==> src/iocs_pkg.sv <==
// shared types, constants and codes of the imu offset calibration block
`default_nettype none

package iocs_pkg;

    // axes and accumulator sizes
    localparam int AXES      = 6;
    localparam int AXIS_W    = 3;
    localparam int SUM_W     = 24;
    localparam int QUOT_W    = 17;

    // serial divider: one quotient bit per cycle
    localparam int DIV_STEPS = SUM_W;
    localparam int DIV_CNT_W = 5;

    // word queue between front and back
    localparam int Q_DEPTH   = 2;
    localparam int Q_PTR_W   = 1;

    // configuration port
    localparam int CFG_IDX_W  = 2;
    localparam int CFG_DATA_W = 18;

    typedef logic [CFG_IDX_W-1:0] t_cfg_idx;
    localparam t_cfg_idx REG_CALIB_SAMPLES  = 2'd0;
    localparam t_cfg_idx REG_GRAVITY_COUNTS = 2'd1;
    localparam t_cfg_idx REG_GYRO_GAIN      = 2'd2;

    localparam logic [7:0]  CALIB_SAMPLES_RST = 8'd20;
    localparam logic [14:0] GRAVITY_RST       = 15'd8192;
    localparam logic [17:0] GYRO_GAIN_RST     = 18'd71527;

    // temperature scale 256/132.48 in q16 and the 25 degree bias in q8
    localparam logic [17:0]        TEMP_K_Q16   = 18'd126640;
    localparam logic signed [17:0] TEMP_BIAS_Q8 = 18'sd6400;

    // z accel axis gets one g removed from its offset
    localparam logic [AXIS_W-1:0] AXIS_AZ   = 3'd2;
    localparam logic [AXIS_W-1:0] AXIS_LAST = 3'd5;

    // multiplier sequence in the back end
    localparam int STEP_W = 3;
    localparam logic [STEP_W-1:0] MUL_TEMP = 3'd0;
    localparam logic [STEP_W-1:0] MUL_GX   = 3'd1;
    localparam logic [STEP_W-1:0] MUL_GY   = 3'd2;
    localparam logic [STEP_W-1:0] MUL_GZ   = 3'd3;
    localparam logic [STEP_W-1:0] MUL_DONE = 3'd4;

    // what the back end has to do with a queued word
    typedef enum logic [1:0] {
        KIND_CALIB,
        KIND_CALIB_LAST,
        KIND_MEASURE
    } t_kind;

    // raw sample, temp in the lowest bits
    typedef struct packed {
        logic signed [15:0] gyro_z;
        logic signed [15:0] gyro_y;
        logic signed [15:0] gyro_x;
        logic signed [15:0] accel_z;
        logic signed [15:0] accel_y;
        logic signed [15:0] accel_x;
        logic signed [15:0] temp;
    } t_sample;

    typedef struct packed {
        t_kind      kind;
        logic [7:0] count;
        t_sample    sample;
    } t_entry;

    // result word, temp in the lowest bits
    typedef struct packed {
        logic signed [22:0] gyro_z;
        logic signed [22:0] gyro_y;
        logic signed [22:0] gyro_x;
        logic signed [16:0] accel_z;
        logic signed [16:0] accel_y;
        logic signed [16:0] accel_x;
        logic signed [17:0] temp;
    } t_result;

    typedef struct packed {
        logic [7:0]  calib_samples;
        logic [14:0] gravity;
        logic [17:0] gain;
    } t_cfg;

    // queue status seen by the front end
    typedef struct packed {
        logic full;
        logic valid;
    } t_q_stat;

    typedef enum logic [2:0] {
        B_IDLE,
        B_ACCUM,
        B_DIV_START,
        B_DIV_WAIT,
        B_DIFF,
        B_MUL,
        B_OUT
    } t_back_state;

endpackage

`default_nettype wire

==> src/iocs_front.sv <==
// front end: accepts raw samples and tags them as calibration or measurement
`default_nettype none

module iocs_front (
    input  logic             i_clk,
    input  logic             i_rst_n,
    input  logic             i_valid,
    output logic             o_ready,
    input  iocs_pkg::t_sample i_sample,
    input  logic [7:0]       i_calib_samples,
    input  iocs_pkg::t_q_stat i_q_stat,
    output logic             o_push,
    output iocs_pkg::t_entry o_entry
);
    import iocs_pkg::*;

    logic       r_calibrated;
    logic [7:0] r_count;
    logic [7:0] n_count;
    logic [7:0] w_target;
    logic       w_last;
    logic       w_accept;

    // handshake with the queue
    assign o_ready  = !i_q_stat.full;
    assign w_accept = i_valid && !i_q_stat.full;
    assign o_push   = w_accept;

    // a zero sample count acts as one
    assign n_count  = r_count + 8'd1;
    assign w_target = (i_calib_samples == 8'd0) ? 8'd1 : i_calib_samples;
    assign w_last   = (n_count >= w_target);

    // classify the word
    always_comb begin
        o_entry.sample = i_sample;
        o_entry.count  = n_count;
        if (r_calibrated) begin
            o_entry.kind = KIND_MEASURE;
        end else if (w_last) begin
            o_entry.kind = KIND_CALIB_LAST;
        end else begin
            o_entry.kind = KIND_CALIB;
        end
    end

    // calibration progress
    always_ff @(posedge i_clk) begin
        if (!i_rst_n) begin
            r_calibrated <= 1'b0;
            r_count      <= 8'd0;
        end else if (w_accept && !r_calibrated) begin
            r_count <= n_count;
            if (w_last) begin
                r_calibrated <= 1'b1;
            end
        end
    end

endmodule

`default_nettype wire

==> src/iocs_fifo.sv <==
// short word queue between front end and back end
`default_nettype none

module iocs_fifo (
    input  logic              i_clk,
    input  logic              i_rst_n,
    input  logic              i_push,
    input  iocs_pkg::t_entry  i_entry,
    input  logic              i_pop,
    output iocs_pkg::t_q_stat o_stat,
    output iocs_pkg::t_entry  o_head
);
    import iocs_pkg::*;

    t_entry               r_mem [Q_DEPTH];
    logic [Q_PTR_W-1:0]   r_wr_ptr;
    logic [Q_PTR_W-1:0]   r_rd_ptr;
    logic [Q_PTR_W:0]     r_fill;

    assign o_stat.full  = (r_fill == (Q_PTR_W+1)'(Q_DEPTH));
    assign o_stat.valid = (r_fill != '0);
    assign o_head       = r_mem[r_rd_ptr];

    // storage
    always_ff @(posedge i_clk) begin
        if (i_push) begin
            r_mem[r_wr_ptr] <= i_entry;
        end
    end

    // pointers and fill level, depth is a power of two
    always_ff @(posedge i_clk) begin
        if (!i_rst_n) begin
            r_wr_ptr <= '0;
            r_rd_ptr <= '0;
            r_fill   <= '0;
        end else begin
            if (i_push) begin
                r_wr_ptr <= r_wr_ptr + Q_PTR_W'(1);
            end
            if (i_pop) begin
                r_rd_ptr <= r_rd_ptr + Q_PTR_W'(1);
            end
            case ({i_push, i_pop})
                2'b10:   r_fill <= r_fill + (Q_PTR_W+1)'(1);
                2'b01:   r_fill <= r_fill - (Q_PTR_W+1)'(1);
                default: r_fill <= r_fill;
            endcase
        end
    end

endmodule

`default_nettype wire

==> src/iocs_div.sv <==
// serial restoring divider: signed sum over sample count, truncated toward zero
`default_nettype none

module iocs_div (
    input  logic                              i_clk,
    input  logic                              i_rst_n,
    input  logic                              i_start,
    input  logic signed [iocs_pkg::SUM_W-1:0]  i_dividend,
    input  logic [7:0]                        i_divisor,
    output logic                              o_done,
    output logic signed [iocs_pkg::QUOT_W-1:0] o_quot
);
    import iocs_pkg::*;

    logic                 r_busy;
    logic                 r_done;
    logic [DIV_CNT_W-1:0] r_cnt;
    logic [7:0]           r_rem;
    logic [SUM_W-1:0]     r_q;
    logic [7:0]           r_div;
    logic                 r_neg;

    logic [8:0]           w_trial;
    logic [8:0]           w_sub;
    logic                 w_ge;
    logic [7:0]           n_rem;
    logic [QUOT_W-1:0]    w_mag;

    // one quotient bit per cycle
    always_comb begin
        w_trial = {r_rem, r_q[SUM_W-1]};
        w_ge    = (w_trial >= {1'b0, r_div});
        w_sub   = w_trial - {1'b0, r_div};
        n_rem   = w_ge ? w_sub[7:0] : w_trial[7:0];
    end

    // the average never exceeds 2^15 in magnitude
    assign w_mag  = r_q[QUOT_W-1:0];
    assign o_quot = r_neg ? -$signed(w_mag) : $signed(w_mag);
    assign o_done = r_done;

    // sequencing
    always_ff @(posedge i_clk) begin
        if (!i_rst_n) begin
            r_busy <= 1'b0;
            r_done <= 1'b0;
            r_cnt  <= '0;
        end else begin
            r_done <= 1'b0;
            if (i_start) begin
                r_busy <= 1'b1;
                r_cnt  <= '0;
            end else if (r_busy) begin
                r_cnt <= r_cnt + DIV_CNT_W'(1);
                if (r_cnt == DIV_CNT_W'(DIV_STEPS - 1)) begin
                    r_busy <= 1'b0;
                    r_done <= 1'b1;
                end
            end
        end
    end

    // magnitude, remainder and quotient shift register
    always_ff @(posedge i_clk) begin
        if (i_start) begin
            r_neg <= i_dividend[SUM_W-1];
            r_q   <= i_dividend[SUM_W-1] ? -i_dividend : i_dividend;
            r_rem <= 8'd0;
            r_div <= i_divisor;
        end else if (r_busy) begin
            r_rem <= n_rem;
            r_q   <= {r_q[SUM_W-2:0], w_ge};
        end
    end

endmodule

`default_nettype wire

==> src/iocs_back.sv <==
// back end: sums calibration samples, forms offsets, scales measurement words
`default_nettype none

module iocs_back (
    input  logic              i_clk,
    input  logic              i_rst_n,
    input  iocs_pkg::t_q_stat i_q_stat,
    input  iocs_pkg::t_entry  i_head,
    output logic              o_pop,
    input  iocs_pkg::t_cfg    i_cfg,
    output logic              o_m_valid,
    input  logic              i_m_ready,
    output iocs_pkg::t_result o_m_data
);
    import iocs_pkg::*;

    t_back_state              r_state;
    t_back_state              n_state;
    t_entry                   r_entry;
    logic signed [SUM_W-1:0]  r_sum  [AXES];
    logic signed [15:0]       r_off  [AXES];
    logic signed [16:0]       r_diff [AXES];
    logic [AXIS_W-1:0]        r_axis;
    logic [STEP_W-1:0]        r_step;
    logic signed [36:0]       r_prod;
    t_result                  r_res;
    t_result                  r_out;
    logic                     r_out_valid;

    logic signed [15:0]       w_axis [AXES];
    logic                     w_div_start;
    logic                     w_div_done;
    logic signed [QUOT_W-1:0] w_quot;
    logic signed [17:0]       w_off_wide;
    logic signed [15:0]       w_off_sat;
    logic signed [17:0]       w_mul_a;
    logic signed [18:0]       w_mul_b;
    logic signed [36:0]       w_prod;
    logic signed [36:0]       w_temp_sh;
    logic signed [36:0]       w_gyro_sh;
    logic                     w_load_out;

    // axis view of the word being worked on
    assign w_axis[0] = r_entry.sample.accel_x;
    assign w_axis[1] = r_entry.sample.accel_y;
    assign w_axis[2] = r_entry.sample.accel_z;
    assign w_axis[3] = r_entry.sample.gyro_x;
    assign w_axis[4] = r_entry.sample.gyro_y;
    assign w_axis[5] = r_entry.sample.gyro_z;

    iocs_div u_div (
        .i_clk      (i_clk),
        .i_rst_n    (i_rst_n),
        .i_start    (w_div_start),
        .i_dividend (r_sum[r_axis]),
        .i_divisor  (r_entry.count),
        .o_done     (w_div_done),
        .o_quot     (w_quot)
    );

    // offset: average, one g off the z axis, saturated to 16 bits
    always_comb begin
        w_off_wide = {w_quot[QUOT_W-1], w_quot}
                   - ((r_axis == AXIS_AZ) ? {3'b000, i_cfg.gravity} : 18'd0);
        if (w_off_wide > 18'sd32767) begin
            w_off_sat = 16'sh7fff;
        end else if (w_off_wide < -18'sd32768) begin
            w_off_sat = -16'sh8000;
        end else begin
            w_off_sat = w_off_wide[15:0];
        end
    end

    // shared multiplier operands
    always_comb begin
        w_mul_b = {1'b0, i_cfg.gain};
        case (r_step)
            MUL_TEMP: begin
                w_mul_a = {{2{r_entry.sample.temp[15]}}, r_entry.sample.temp};
                w_mul_b = {1'b0, TEMP_K_Q16};
            end
            MUL_GX:  w_mul_a = {r_diff[3][16], r_diff[3]};
            MUL_GY:  w_mul_a = {r_diff[4][16], r_diff[4]};
            MUL_GZ:  w_mul_a = {r_diff[5][16], r_diff[5]};
            default: w_mul_a = 18'sd0;
        endcase
        w_prod    = w_mul_a * w_mul_b;
        w_temp_sh = (r_prod + 37'sd32768) >>> 16;
        w_gyro_sh = r_prod >>> 12;
    end

    // sequencer
    always_comb begin
        n_state     = r_state;
        o_pop       = 1'b0;
        w_div_start = 1'b0;
        w_load_out  = 1'b0;
        case (r_state)
            B_IDLE: begin
                if (i_q_stat.valid) begin
                    o_pop   = 1'b1;
                    n_state = (i_head.kind == KIND_MEASURE) ? B_DIFF : B_ACCUM;
                end
            end
            B_ACCUM: begin
                n_state = (r_entry.kind == KIND_CALIB_LAST) ? B_DIV_START : B_IDLE;
            end
            B_DIV_START: begin
                w_div_start = 1'b1;
                n_state     = B_DIV_WAIT;
            end
            B_DIV_WAIT: begin
                if (w_div_done) begin
                    n_state = (r_axis == AXIS_LAST) ? B_IDLE : B_DIV_START;
                end
            end
            B_DIFF: begin
                n_state = B_MUL;
            end
            B_MUL: begin
                if (r_step == MUL_DONE) begin
                    n_state = B_OUT;
                end
            end
            B_OUT: begin
                if (!r_out_valid || i_m_ready) begin
                    w_load_out = 1'b1;
                    n_state    = B_IDLE;
                end
            end
            default: begin
                n_state = B_IDLE;
            end
        endcase
    end

    // control state and running sums
    always_ff @(posedge i_clk) begin
        if (!i_rst_n) begin
            r_state     <= B_IDLE;
            r_axis      <= '0;
            r_step      <= MUL_TEMP;
            r_out_valid <= 1'b0;
            for (int i = 0; i < AXES; i++) begin
                r_sum[i] <= '0;
            end
        end else begin
            r_state <= n_state;
            if (r_state == B_ACCUM) begin
                r_axis <= '0;
                for (int i = 0; i < AXES; i++) begin
                    r_sum[i] <= r_sum[i] + {{(SUM_W-16){w_axis[i][15]}}, w_axis[i]};
                end
            end
            if (r_state == B_DIV_WAIT && w_div_done) begin
                r_axis <= r_axis + AXIS_W'(1);
            end
            if (r_state == B_DIFF) begin
                r_step <= MUL_TEMP;
            end else if (r_state == B_MUL) begin
                r_step <= r_step + STEP_W'(1);
            end
            if (w_load_out) begin
                r_out_valid <= 1'b1;
            end else if (r_out_valid && i_m_ready) begin
                r_out_valid <= 1'b0;
            end
        end
    end

    // datapath registers
    always_ff @(posedge i_clk) begin
        if (o_pop) begin
            r_entry <= i_head;
        end
        if (r_state == B_DIV_WAIT && w_div_done) begin
            r_off[r_axis] <= w_off_sat;
        end
        if (r_state == B_DIFF) begin
            for (int i = 0; i < AXES; i++) begin
                r_diff[i] <= {w_axis[i][15], w_axis[i]} - {r_off[i][15], r_off[i]};
            end
        end
        if (r_state == B_MUL) begin
            if (r_step != MUL_DONE) begin
                r_prod <= w_prod;
            end
            // each later step stores what the previous step multiplied; the first stores the accel differences
            case (r_step)
                MUL_TEMP: begin
                    r_res.accel_x <= r_diff[0];
                    r_res.accel_y <= r_diff[1];
                    r_res.accel_z <= r_diff[2];
                end
                MUL_GX:   r_res.temp   <= w_temp_sh[17:0] + TEMP_BIAS_Q8;
                MUL_GY:   r_res.gyro_x <= w_gyro_sh[22:0];
                MUL_GZ:   r_res.gyro_y <= w_gyro_sh[22:0];
                MUL_DONE: r_res.gyro_z <= w_gyro_sh[22:0];
                default:  ;
            endcase
        end
        if (w_load_out) begin
            r_out <= r_res;
        end
    end

    assign o_m_valid = r_out_valid;
    assign o_m_data  = r_out;

endmodule

`default_nettype wire

==> src/imu_offset_calibrate_and_scale.sv <==
// top level of the imu offset calibration and scaling block
//
//  channel   direction  ports                         payload
//  s         in         s_tvalid s_tready s_tdata     raw sample word, 112 bits
//  m         out        m_tvalid m_tready m_tdata     calibrated result word, 144 bits
//  cfg       in         i_cfg_we i_cfg_idx i_cfg_wdata register write, no read-back
//
//  a measurement word passes the back end in order: pop, offset subtract, the
//  steps on the one shared multiplier (temp and three gyro axes), output load.
//  a calibration word is popped and added to the sums; the last one then runs the
//  serial divider for each axis in turn, one quotient bit per cycle.
//  the two-word queue accepts while it has room; s_tready drops when it is full.
//  reset is synchronous and active low; it restores register defaults and
//  restarts calibration.
`default_nettype none

module imu_offset_calibrate_and_scale (
    input  logic                                i_clk,
    input  logic                                i_rst_n,
    input  logic                                s_tvalid,
    output logic                                s_tready,
    // temp_raw, accel_x_raw, accel_y_raw, accel_z_raw, gyro_x_raw, gyro_y_raw,
    // gyro_z_raw
    input  logic [111:0]                        s_tdata,
    output logic                                m_tvalid,
    input  logic                                m_tready,
    // temp_q8, accel_x_cal, accel_y_cal, accel_z_cal, gyro_x_rads, gyro_y_rads,
    // gyro_z_rads, zero fill
    output logic [143:0]                        m_tdata,
    input  logic                                i_cfg_we,
    input  logic [iocs_pkg::CFG_IDX_W-1:0]      i_cfg_idx,
    input  logic [iocs_pkg::CFG_DATA_W-1:0]     i_cfg_wdata
);
    import iocs_pkg::*;

    t_cfg    r_cfg;
    t_entry  w_push_entry;
    t_entry  w_head;
    t_q_stat w_q_stat;
    t_result w_result;
    logic    w_push;
    logic    w_pop;

    // configuration registers
    always_ff @(posedge i_clk) begin
        if (!i_rst_n) begin
            r_cfg.calib_samples <= CALIB_SAMPLES_RST;
            r_cfg.gravity       <= GRAVITY_RST;
            r_cfg.gain          <= GYRO_GAIN_RST;
        end else if (i_cfg_we) begin
            case (i_cfg_idx)
                REG_CALIB_SAMPLES:  r_cfg.calib_samples <= i_cfg_wdata[7:0];
                REG_GRAVITY_COUNTS: r_cfg.gravity       <= i_cfg_wdata[14:0];
                REG_GYRO_GAIN:      r_cfg.gain          <= i_cfg_wdata[17:0];
                default:            ;
            endcase
        end
    end

    iocs_front u_front (
        .i_clk           (i_clk),
        .i_rst_n         (i_rst_n),
        .i_valid         (s_tvalid),
        .o_ready         (s_tready),
        .i_sample        (t_sample'(s_tdata)),
        .i_calib_samples (r_cfg.calib_samples),
        .i_q_stat        (w_q_stat),
        .o_push          (w_push),
        .o_entry         (w_push_entry)
    );

    iocs_fifo u_fifo (
        .i_clk   (i_clk),
        .i_rst_n (i_rst_n),
        .i_push  (w_push),
        .i_entry (w_push_entry),
        .i_pop   (w_pop),
        .o_stat  (w_q_stat),
        .o_head  (w_head)
    );

    iocs_back u_back (
        .i_clk     (i_clk),
        .i_rst_n   (i_rst_n),
        .i_q_stat  (w_q_stat),
        .i_head    (w_head),
        .o_pop     (w_pop),
        .i_cfg     (r_cfg),
        .o_m_valid (m_tvalid),
        .i_m_ready (m_tready),
        .o_m_data  (w_result)
    );

    assign m_tdata = {6'b000000, w_result};

endmodule

`default_nettype wire

==> config.mk <==
export PLATFORM = sky130hd
export DESIGN_NAME = imu_offset_calibrate_and_scale
export DESIGN_NICKNAME = d
export VERILOG_FILES = /design/src/iocs_pkg.sv /design/src/iocs_front.sv /design/src/iocs_fifo.sv /design/src/iocs_div.sv /design/src/iocs_back.sv /design/src/imu_offset_calibrate_and_scale.sv
export SDC_FILE = /design/constraint.sdc
export NUM_CORES = 2
export LEC_CHECK = 0
export BUFFER_PORTS_ARGS = -buffer_cell sky130_fd_sc_hd__buf_2
export CORE_ASPECT_RATIO = 1.25
export CORE_UTILIZATION = 63
export DETAILED_ROUTE_END_ITERATION = 16
export GPL_TIMING_DRIVEN = 0
export PLACE_DENSITY_LB_ADDON = 0.2
export SETUP_SLACK_MARGIN = 0.15
export SYNTH_ARGS = -nofsm -noshare
export SYNTH_HDL_FRONTEND = slang
export SYNTH_HIERARCHICAL = 1
export SYNTH_SLANG_ARGS = --single-unit
==> constraint.sdc <==
create_clock -name i_clk -period 18.9 [get_ports i_clk]
set_input_delay 2.835 -clock i_clk [delete_from_list [all_inputs] [get_ports i_clk]]
set_output_delay 2.835 -clock i_clk [all_outputs]
set_load 0.1 [all_outputs]
After elaboration in Yosys (flattened, before gate mapping)

Memories as Yosys holds them, arrays and structs flattened. A register that Yosys moved wholly into a read port is not among the register bits.
Cells that the tools add are included.

Memory bits (writable): 586
Memories kept: 4
Input bits: 137
Output and inout port bits: 146
ROM bits: 0
Latch bits: 0
Word-level logic and storage cells: 194
Register bits after elaboration: 494

Shift-type cells: 0
Divide/modulo/power cells: 0
Reduce and logical (&&, ||, !) cells: 31
Multiply operators: 1
Mux-type cells: 55
Bitwise operators: 8
Add/subtract/negate cells: 26
Order comparisons: 4
Eq/ne operators: 25

Memory list:

| name          | words | bits a word | read ports | clocked after memory_dff | write ports | RTL line        | text |
|---|---|---|---|---|---|---|---|
| u_fifo.r_mem  | 2     | 122         | 1          | 1                        | 1           | iocs_fifo.sv:15 | `t_entry r_mem [Q_DEPTH];` |
| u_back.r_sum  | 6     | 24          | 7          | 1                        | 6           | iocs_back.sv:20 | `logic signed [SUM_W-1:0] r_sum [AXES];` |
| u_back.r_diff | 6     | 17          | 6          | 3                        | 6           | iocs_back.sv:22 | `logic signed [16:0] r_diff [AXES];` |
| u_back.r_off  | 6     | 16          | 6          | 0                        | 1           | iocs_back.sv:21 | `logic signed [15:0] r_off [AXES];` |

Operators with widths:

| cell                                                             | count |
|---|---|
| 2-to-1 mux 24 bit                                                | 9 |
| adder 24 bit                                                     | 6 |
| subtractor 16 x 16 -> 17 bit                                     | 6 |
| one-hot mux 18 bit (4 select lines)                              | 1 |
| multiplier 18 x 19 -> 35 bit                                     | 1 |
| adder 34 x 17 -> 34 bit (second input constant)                  | 1 |
| 2-to-1 mux 16 bit                                                | 2 |
| 2-to-1 mux 3 bit                                                 | 9 |
| 2-to-1 mux 1 bit                                                 | 24 |
| negation 24 bit                                                  | 1 |
| one-hot mux 3 bit (7 select lines)                               | 1 |
| AND reduction 2 bit                                              | 10 |
| adder 18 x 13 -> 18 bit (second input constant)                  | 1 |
| greater-than comparator 18 x 16 -> 1 bit (second input constant) | 1 |
| less-than comparator 18 x 16 -> 1 bit (second input constant)    | 1 |
| 2-to-1 mux 18 bit                                                | 1 |
| subtractor 18 bit                                                | 1 |
| 2-to-1 mux 17 bit                                                | 1 |
| negation 17 bit                                                  | 1 |
| 2-to-1 mux 8 bit                                                 | 2 |
| == test 3 x 2 -> 1 bit (second input constant)                   | 5 |
| == test 3 bit (second input constant)                            | 5 |
| 2-to-1 mux 15 bit                                                | 1 |
| nonzero test 2 bit                                               | 5 |
| 29 further kinds                                                 | 54 |

Logic depth before layout (Yosys ltp)

Depth in word-level cells: 6
Depth in mapped cells: 31

By module

Netlist, hierarchy kept.

By module, submodules not included:

| module                         | instances | cells each | area each (um^2) |
|---|---|---|---|
| iocs_back                      | 1         | 4,084      | 47,911.0 |
| iocs_fifo                      | 1         | 402        | 9,346.5 |
| iocs_div                       | 1         | 348        | 3,210.6 |
| imu_offset_calibrate_and_scale | 1         | 177        | 1,689.1 |
| iocs_front                     | 1         | 196        | 1,550.2 |

Worst setup path after synthesis

OpenSTA, ideal clock, no wires.

Kind: register to register
Start: register u_back.r_state[2]
End: register u_fifo.r_fill[1]
Setup slack: 3.160 ns
Path buffers: 2
Cell stages (with the launch flop): 7
Arrival: 15.670 ns
Library setup time: 0.070 ns
Clock period less this slack: 15.740 ns
Cells stage by stage: dfxtp_1 clkbuf_1 clkbuf_1 nor4b_1 ha_1 or3_1 a21boi_1

Longest elaborated chain between the ends: 4
Elaborated cells on any way between the ends: 6
Classes of those cells: eq/ne (2); mux (2); reduce/logical (2)

RTL lines:

| element                                                                         | RTL line                             | text |
|---|---|---|
| start, declared                                                                 | iocs_back.sv:17                      | `t_back_state r_state;` |
| start signal, assigned                                                          | iocs_back.sv:148                     | `r_state <= n_state;` |
| zero test 3 bit *                                                               | iocs_back.sv:98                      | `case (r_state)` |
| 2-to-1 mux 1 bit *                                                              | iocs_back.sv:98                      |  |
| net w_pop                                                                       | imu_offset_calibrate_and_scale.sv:42 | `logic w_pop;` |
| == test 2 x 1 -> 1 bit / == test 2 bit (equally long branches)                  | iocs_fifo.sv:44                      | `case ({i_push, i_pop})` |
| one-hot mux 2 bit (2 select lines) / nonzero test 2 bit (equally long branches) | --                                   |  |
| end signal, assigned                                                            | iocs_fifo.sv:45                      | `2'b10: r_fill <= r_fill + (Q_PTR_W+1)'(1);` |
| end signal, assigned                                                            | iocs_fifo.sv:46                      | `2'b01: r_fill <= r_fill - (Q_PTR_W+1)'(1);` |
| end signal, assigned                                                            | iocs_fifo.sv:47                      | `default: r_fill <= r_fill;` |
| end, declared                                                                   | iocs_fifo.sv:18                      | `logic [Q_PTR_W:0] r_fill;` |

The timed path passes the listed nets; every way through them passes the cells marked *.
A chain may end at the register's enable or synchronous reset.

Worst setup path after layout

Start: register u_back.r_step[1]
End: register u_back.r_prod[33], data pin

Longest elaborated chain between the ends: 3
Elaborated cells on any way between the ends: 7
Classes of those cells: mul (1); eq/ne (3); mux (2); reduce/logical (1)

RTL lines:

| element                                                                         | RTL line         | text |
|---|---|---|
| start, declared                                                                 | iocs_back.sv:24  | `logic [STEP_W-1:0] r_step;` |
| start signal, assigned                                                          | iocs_back.sv:161 | `r_step <= r_step + STEP_W'(1);` |
| == test 3 x 2 -> 1 bit (tied with other cells)                                  | iocs_back.sv:77  | `case (r_step)` |
| one-hot mux 18 bit (4 select lines) / 2-to-1 mux 18 bit (equally long branches) | iocs_back.sv:77  |  |
| multiplier 18 x 19 -> 35 bit *                                                  | iocs_back.sv:87  | `w_prod = w_mul_a * w_mul_b;` |
| net u_back.w_prod[33]                                                           | iocs_back.sv:38  | `logic signed [36:0] w_prod;` |
| end signal, assigned                                                            | iocs_back.sv:186 | `r_prod <= w_prod;` |
| end, declared                                                                   | iocs_back.sv:25  | `logic signed [36:0] r_prod;` |

Marked as above.

==> results.md <==
| Parameter | Value | Unit |
|:---|:---|:---|
| Number of standard-cell rows in the floorplan | 130 | - |
| Worst-Skew Late Latency | 740 | ps |
| Drt via density | 5.93 | - |
| Worst Hold End | u_back/o_m_data[31]$_DFFE_PP_ | - |
| Detailed-route DRC error count | 0 | - |
| Routability cong. | 0.963 | - |
| Total of hold buffers inserted after clock tree synthesis | 0 | - |
| Ports placed on the boundary | 283 | - |
| Clock buffer depth | 3 | - |
| Average wire per cell in the routed design | 22.7 | µm |
| Number of buffers created by CTS | 106 | - |
| DIE AREA | 0.102 | mm² |
| Number of distinct library cells after synthesis | 100 | - |
| Pin count of the biggest net entering global routing | 59 | - |
| Count of yosys warnings during synthesis | 6 | - |
| Slack of the worst reg-to-reg path | 9620 | ps |
| Path depth of the worst reg2reg path | 28 | - |
| CTS Root Cell | clkbuf_16 | - |
| Start of the worst register-to-register path | u_back/r_step[1]$_SDFFE_PP0P_ | - |
| Detailed-router iteration count before antenna repair | 6 | - |
| Area fraction in compound gates after synthesis | 8.13 | % |
| Fraction of the cycle the final worst path needs | 49.1 | % |
| CTS clk-pin slew, worst paths | 60 | ps |
| Floorplan die height | 358 | µm |
| Post-synthesis cell area | 0.0637 | mm² |
| Fin util | 70.4 | % |
| # H-tree levels | 3 | - |
| Global-route wire length before repair | 233000 | µm |
| Unrepaired setup endpoints after global routing | no | - |
| Async set-reset flop share out of synthesis | 0 | % |
| Final critical path time including I/O delays and setup | 9280 | ps |
| Area inside the core boundary | 0.100 | mm² |
| Fraction of layout instances using a drive strength above 1 | 13.8 | % |
| Max Cap Viol | 0 | - |
| Detailed placement HPWL | 122000 | µm |
| # diodes | 0 | - |
| Number of nets with antenna violations after detailed routing | 0 | - |
| Global-route total usage across every layer | 30.7 | % |
| Critical path type | reg -> reg | - |
| Run status | completed | - |
| TritonCTS clock tree | done | - |
| Initial antenna violation count | 3 | - |
| Portion of the post-synthesis area used by sequential elements | 51.6 | % |
| Endpoint of the worst register-to-register path | u_back/r_prod[33]$_DFFE_PP_ | - |
| Pre-CTS setup slack | 9670 | ps |
| Total of endpoints with negative setup slack in the final report | 0 | - |
| Synth Register Bits | 1123 | - |
| Worst setup skew after layout | 41.8 | ps |
| Simple logic cell fraction of the synthesized area | 10.0 | % |
| Initial core utilization | 63.5 | % |
| Hold path startpoint | u_back/r_res[31]$_DFFE_PP_ | - |
| Crit end category | register | - |
| Arithmetic-cell share of the synthesized area counting full adders, half adders and majority gates | 16.3 | % |
| CP max stage delay | 1230 | ps |
| Proportion of synthesized area in mux cells | 4.39 | % |
| Synthesized-area fraction occupied by xor and xnor cells | 3.89 | % |
| Hold crit path type | reg -> reg | - |
| Minimum setup slack in the final design | 9620 | ps |
| Average size of a mapped cell | 12.2 | µm² |
| Hold path cells | 0 | - |
| Highest Clock Rate | 0.108 | GHz |
| Instance count of the mapped netlist | 5207 | - |
| Total wire length after detailed routing | 158000 | µm |
| Slowest-stage cell, CP | a221oi_1 | - |
| Drt first-iter violations | 3535 | - |
| Post_cts resized | 0 | - |
| Number of pins with negative max-slew slack in the final report | 0 | - |
| Area growth syn-to-layout | 10.9 | % |
| Chip width | 286 | µm |
| Final net count | 6340 | - |
| TritonCTS Sinks | 1123 | - |
| Arrival time at the worst endpoint | 9750 | ps |
| I/O Buffers | 164 | - |
| Number of hold-slack violations in the final timing report | 0 | - |
| GRT overflow | 0 | - |
| Peak fanout along the critical path | 10 | - |
| Slew margin rel. | 2.43 | % |
| Required time of the critical path | 19370 | ps |
| Number of vias in the routed layout | 41200 | - |
| Number of enable-type register cells in the synthesized netlist | 1040 | - |
| Vias in the first global route | 40300 | - |
| Dominant combinational cell family by area after synthesis | adder cells | - |
| Setup Buffers After CTS | 0 | - |
| Crit path launch type | register | - |
| Transition at the pin with the smallest max-transition slack | 1460 | ps |
| Dominant register cell in the synthesized netlist | edfxtp_1 | - |
## how the worst max path moves through the flow
stage                                    from                       endpoint  cells past startpoint
2_1_floorplan  u_back/r_state[2]$_SDFFE_PN0P_  u_fifo/r_fill[1]$_SDFFE_PN0P_                      6
3_3_place_gp   u_back/r_state[2]$_SDFFE_PN0P_  u_fifo/r_fill[1]$_SDFFE_PN0P_                      6
3_5_place_dp    u_back/r_step[1]$_SDFFE_PP0P_    u_back/r_prod[33]$_DFFE_PP_                     28
4_1_cts         u_back/r_step[0]$_SDFFE_PP0P_    u_back/r_prod[33]$_DFFE_PP_                     28
5_1_grt         u_back/r_step[1]$_SDFFE_PP0P_    u_back/r_prod[29]$_DFFE_PP_                     28
6_report        u_back/r_step[1]$_SDFFE_PP0P_    u_back/r_prod[33]$_DFFE_PP_                     28
## per-layer routing
layer	vias to the layer above	global-route usage, %	wire, µm	part of all wire, %
met3	394	4.02	10500	6.6
li1	19000	-	-	-
met2	1611	52.6	78400	50
met4	2	17.8	9320	5.9
met1	20300	37.6	59700	38
met5	-	0	13	0.0082
## cells in the mapped netlist, drive strengths merged (8+ instances only)
master	instances	share of area (%)
or2	30	0.29
clkbuf	106	0.62
buf	157	1.8
xor2	109	1.5
a221o	12	0.19
fa	269	8.5
nand3b	10	0.12
and3	31	0.31
nor4	16	0.19
nor3	98	0.79
a211oi	27	0.32
o31ai	20	0.27
a22o	15	0.21
a21oi	229	1.8
and2	39	0.38
nor2	493	2.9
mux2	122	2.6
xnor2	174	2.4
o21bai	17	0.21
o211ai	25	0.29
o31a	11	0.15
nand4b	12	0.16
o21a	40	0.47
a21boi	24	0.28
o2111ai	11	0.15
nand4	16	0.17
ha	397	7.8
nand3	83	0.65
mux2i	58	0.91
o21ai	129	1.0
a21o	84	1.0
dfxtp	83	2.6
a31oi	20	0.22
nand2b	48	0.47
or3	44	0.43
nor3b	12	0.14
nand2	329	1.9
nor2b	69	0.68
a221oi	22	0.32
a2111oi	17	0.23
edfxtp	1040	49
inv	538	3.2
o22ai	8	0.079
a211o	13	0.18
mux4	24	0.85
## area by class of cell
type / instances / area [µm²]
flip-flops and latches: 1123 / 32900
fillers: 7084 / 29700
multi-input cells: 3286 / 27300
clock buffers: 135 / 2890
inverters: 539 / 2020
well taps: 1320 / 1650
plain buffers: 264 / 1570
repair buffers: 217 / 1520
clock inverters: 67 / 748
## logic make-up after synthesis
kind of cell             after synthesis
other                                  1
multiplexers                         204
XOR/XNOR                             283
adder cells (fa/ha/maj)              668
flip-flops                          1123
AO/OA/AOI/OAI                        768
AND/OR/NAND/NOR                     1357
buffers and inverters                803
## state kept, by name, indices dropped and copies added, names as in the netlist, 23 cells and up, named ones only
signal,count
u_back/r_off,96
u_back/u_div/r_q,24
u_back/r_sum,144
u_back/r_prod,23
u_back/r_entry,122
u_back/o_m_data,138
u_back/r_diff,102
r_cfg,41
u_back/r_res,138
u_fifo/r_mem,244
## through the flow
stage                     area [µm²]  hold slack, ps  TNS, ps  instances
final                          70600             409        0       6951
after global routing           70600             422        0       6951
after CTS                      70600             414        0       6949
after detailed placement       67000             405        0       6747
after global placement         66200             401  -450780       6696
after floorplan                63700             400        0       5212
## placed cells by master (no fill, tap or decap), drive strengths merged, types with 13 or more instances in the layout
cell type / synthesis / final
o21a: 40 / 40
a22o: 15 / 15
nand2: 329 / 329
a211oi: 27 / 27
a21oi: 229 / 229
nor2b: 69 / 69
xor2: 109 / 109
a21boi: 24 / 24
o21bai: 17 / 17
buf: 157 / 374
a221oi: 22 / 22
nand2b: 48 / 48
fa: 269 / 269
xnor2: 174 / 174
o31ai: 20 / 20
nor4: 16 / 16
a211o: 13 / 13
mux4: 24 / 24
inv: 538 / 545
edfxtp: 1040 / 1040
nand3: 83 / 83
nand4: 16 / 16
clkinv: 1 / 42
a2111oi: 17 / 17
or2: 30 / 30
a21o: 84 / 84
a31oi: 20 / 20
mux2i: 58 / 58
dfxtp: 83 / 83
clkbuf: 106 / 241
nor3: 98 / 98
or3: 44 / 44
o211ai: 25 / 25
and2: 39 / 39
o21ai: 129 / 129
ha: 397 / 397
nor2: 493 / 493
and3: 31 / 31
mux2: 122 / 122
## critical path, delay by kind of cell, from the launching register on
family          cells  cell delay [ps]
compound gates      6             2220
buf+inv             8             1330
fa+ha+maj           8             3380
flops               1              380
simple gates        5             1590
xor+xnor            1              130
Power is not shown: default switching activity piles up to over one toggle a cycle in this logic, so the estimate is an artifact.
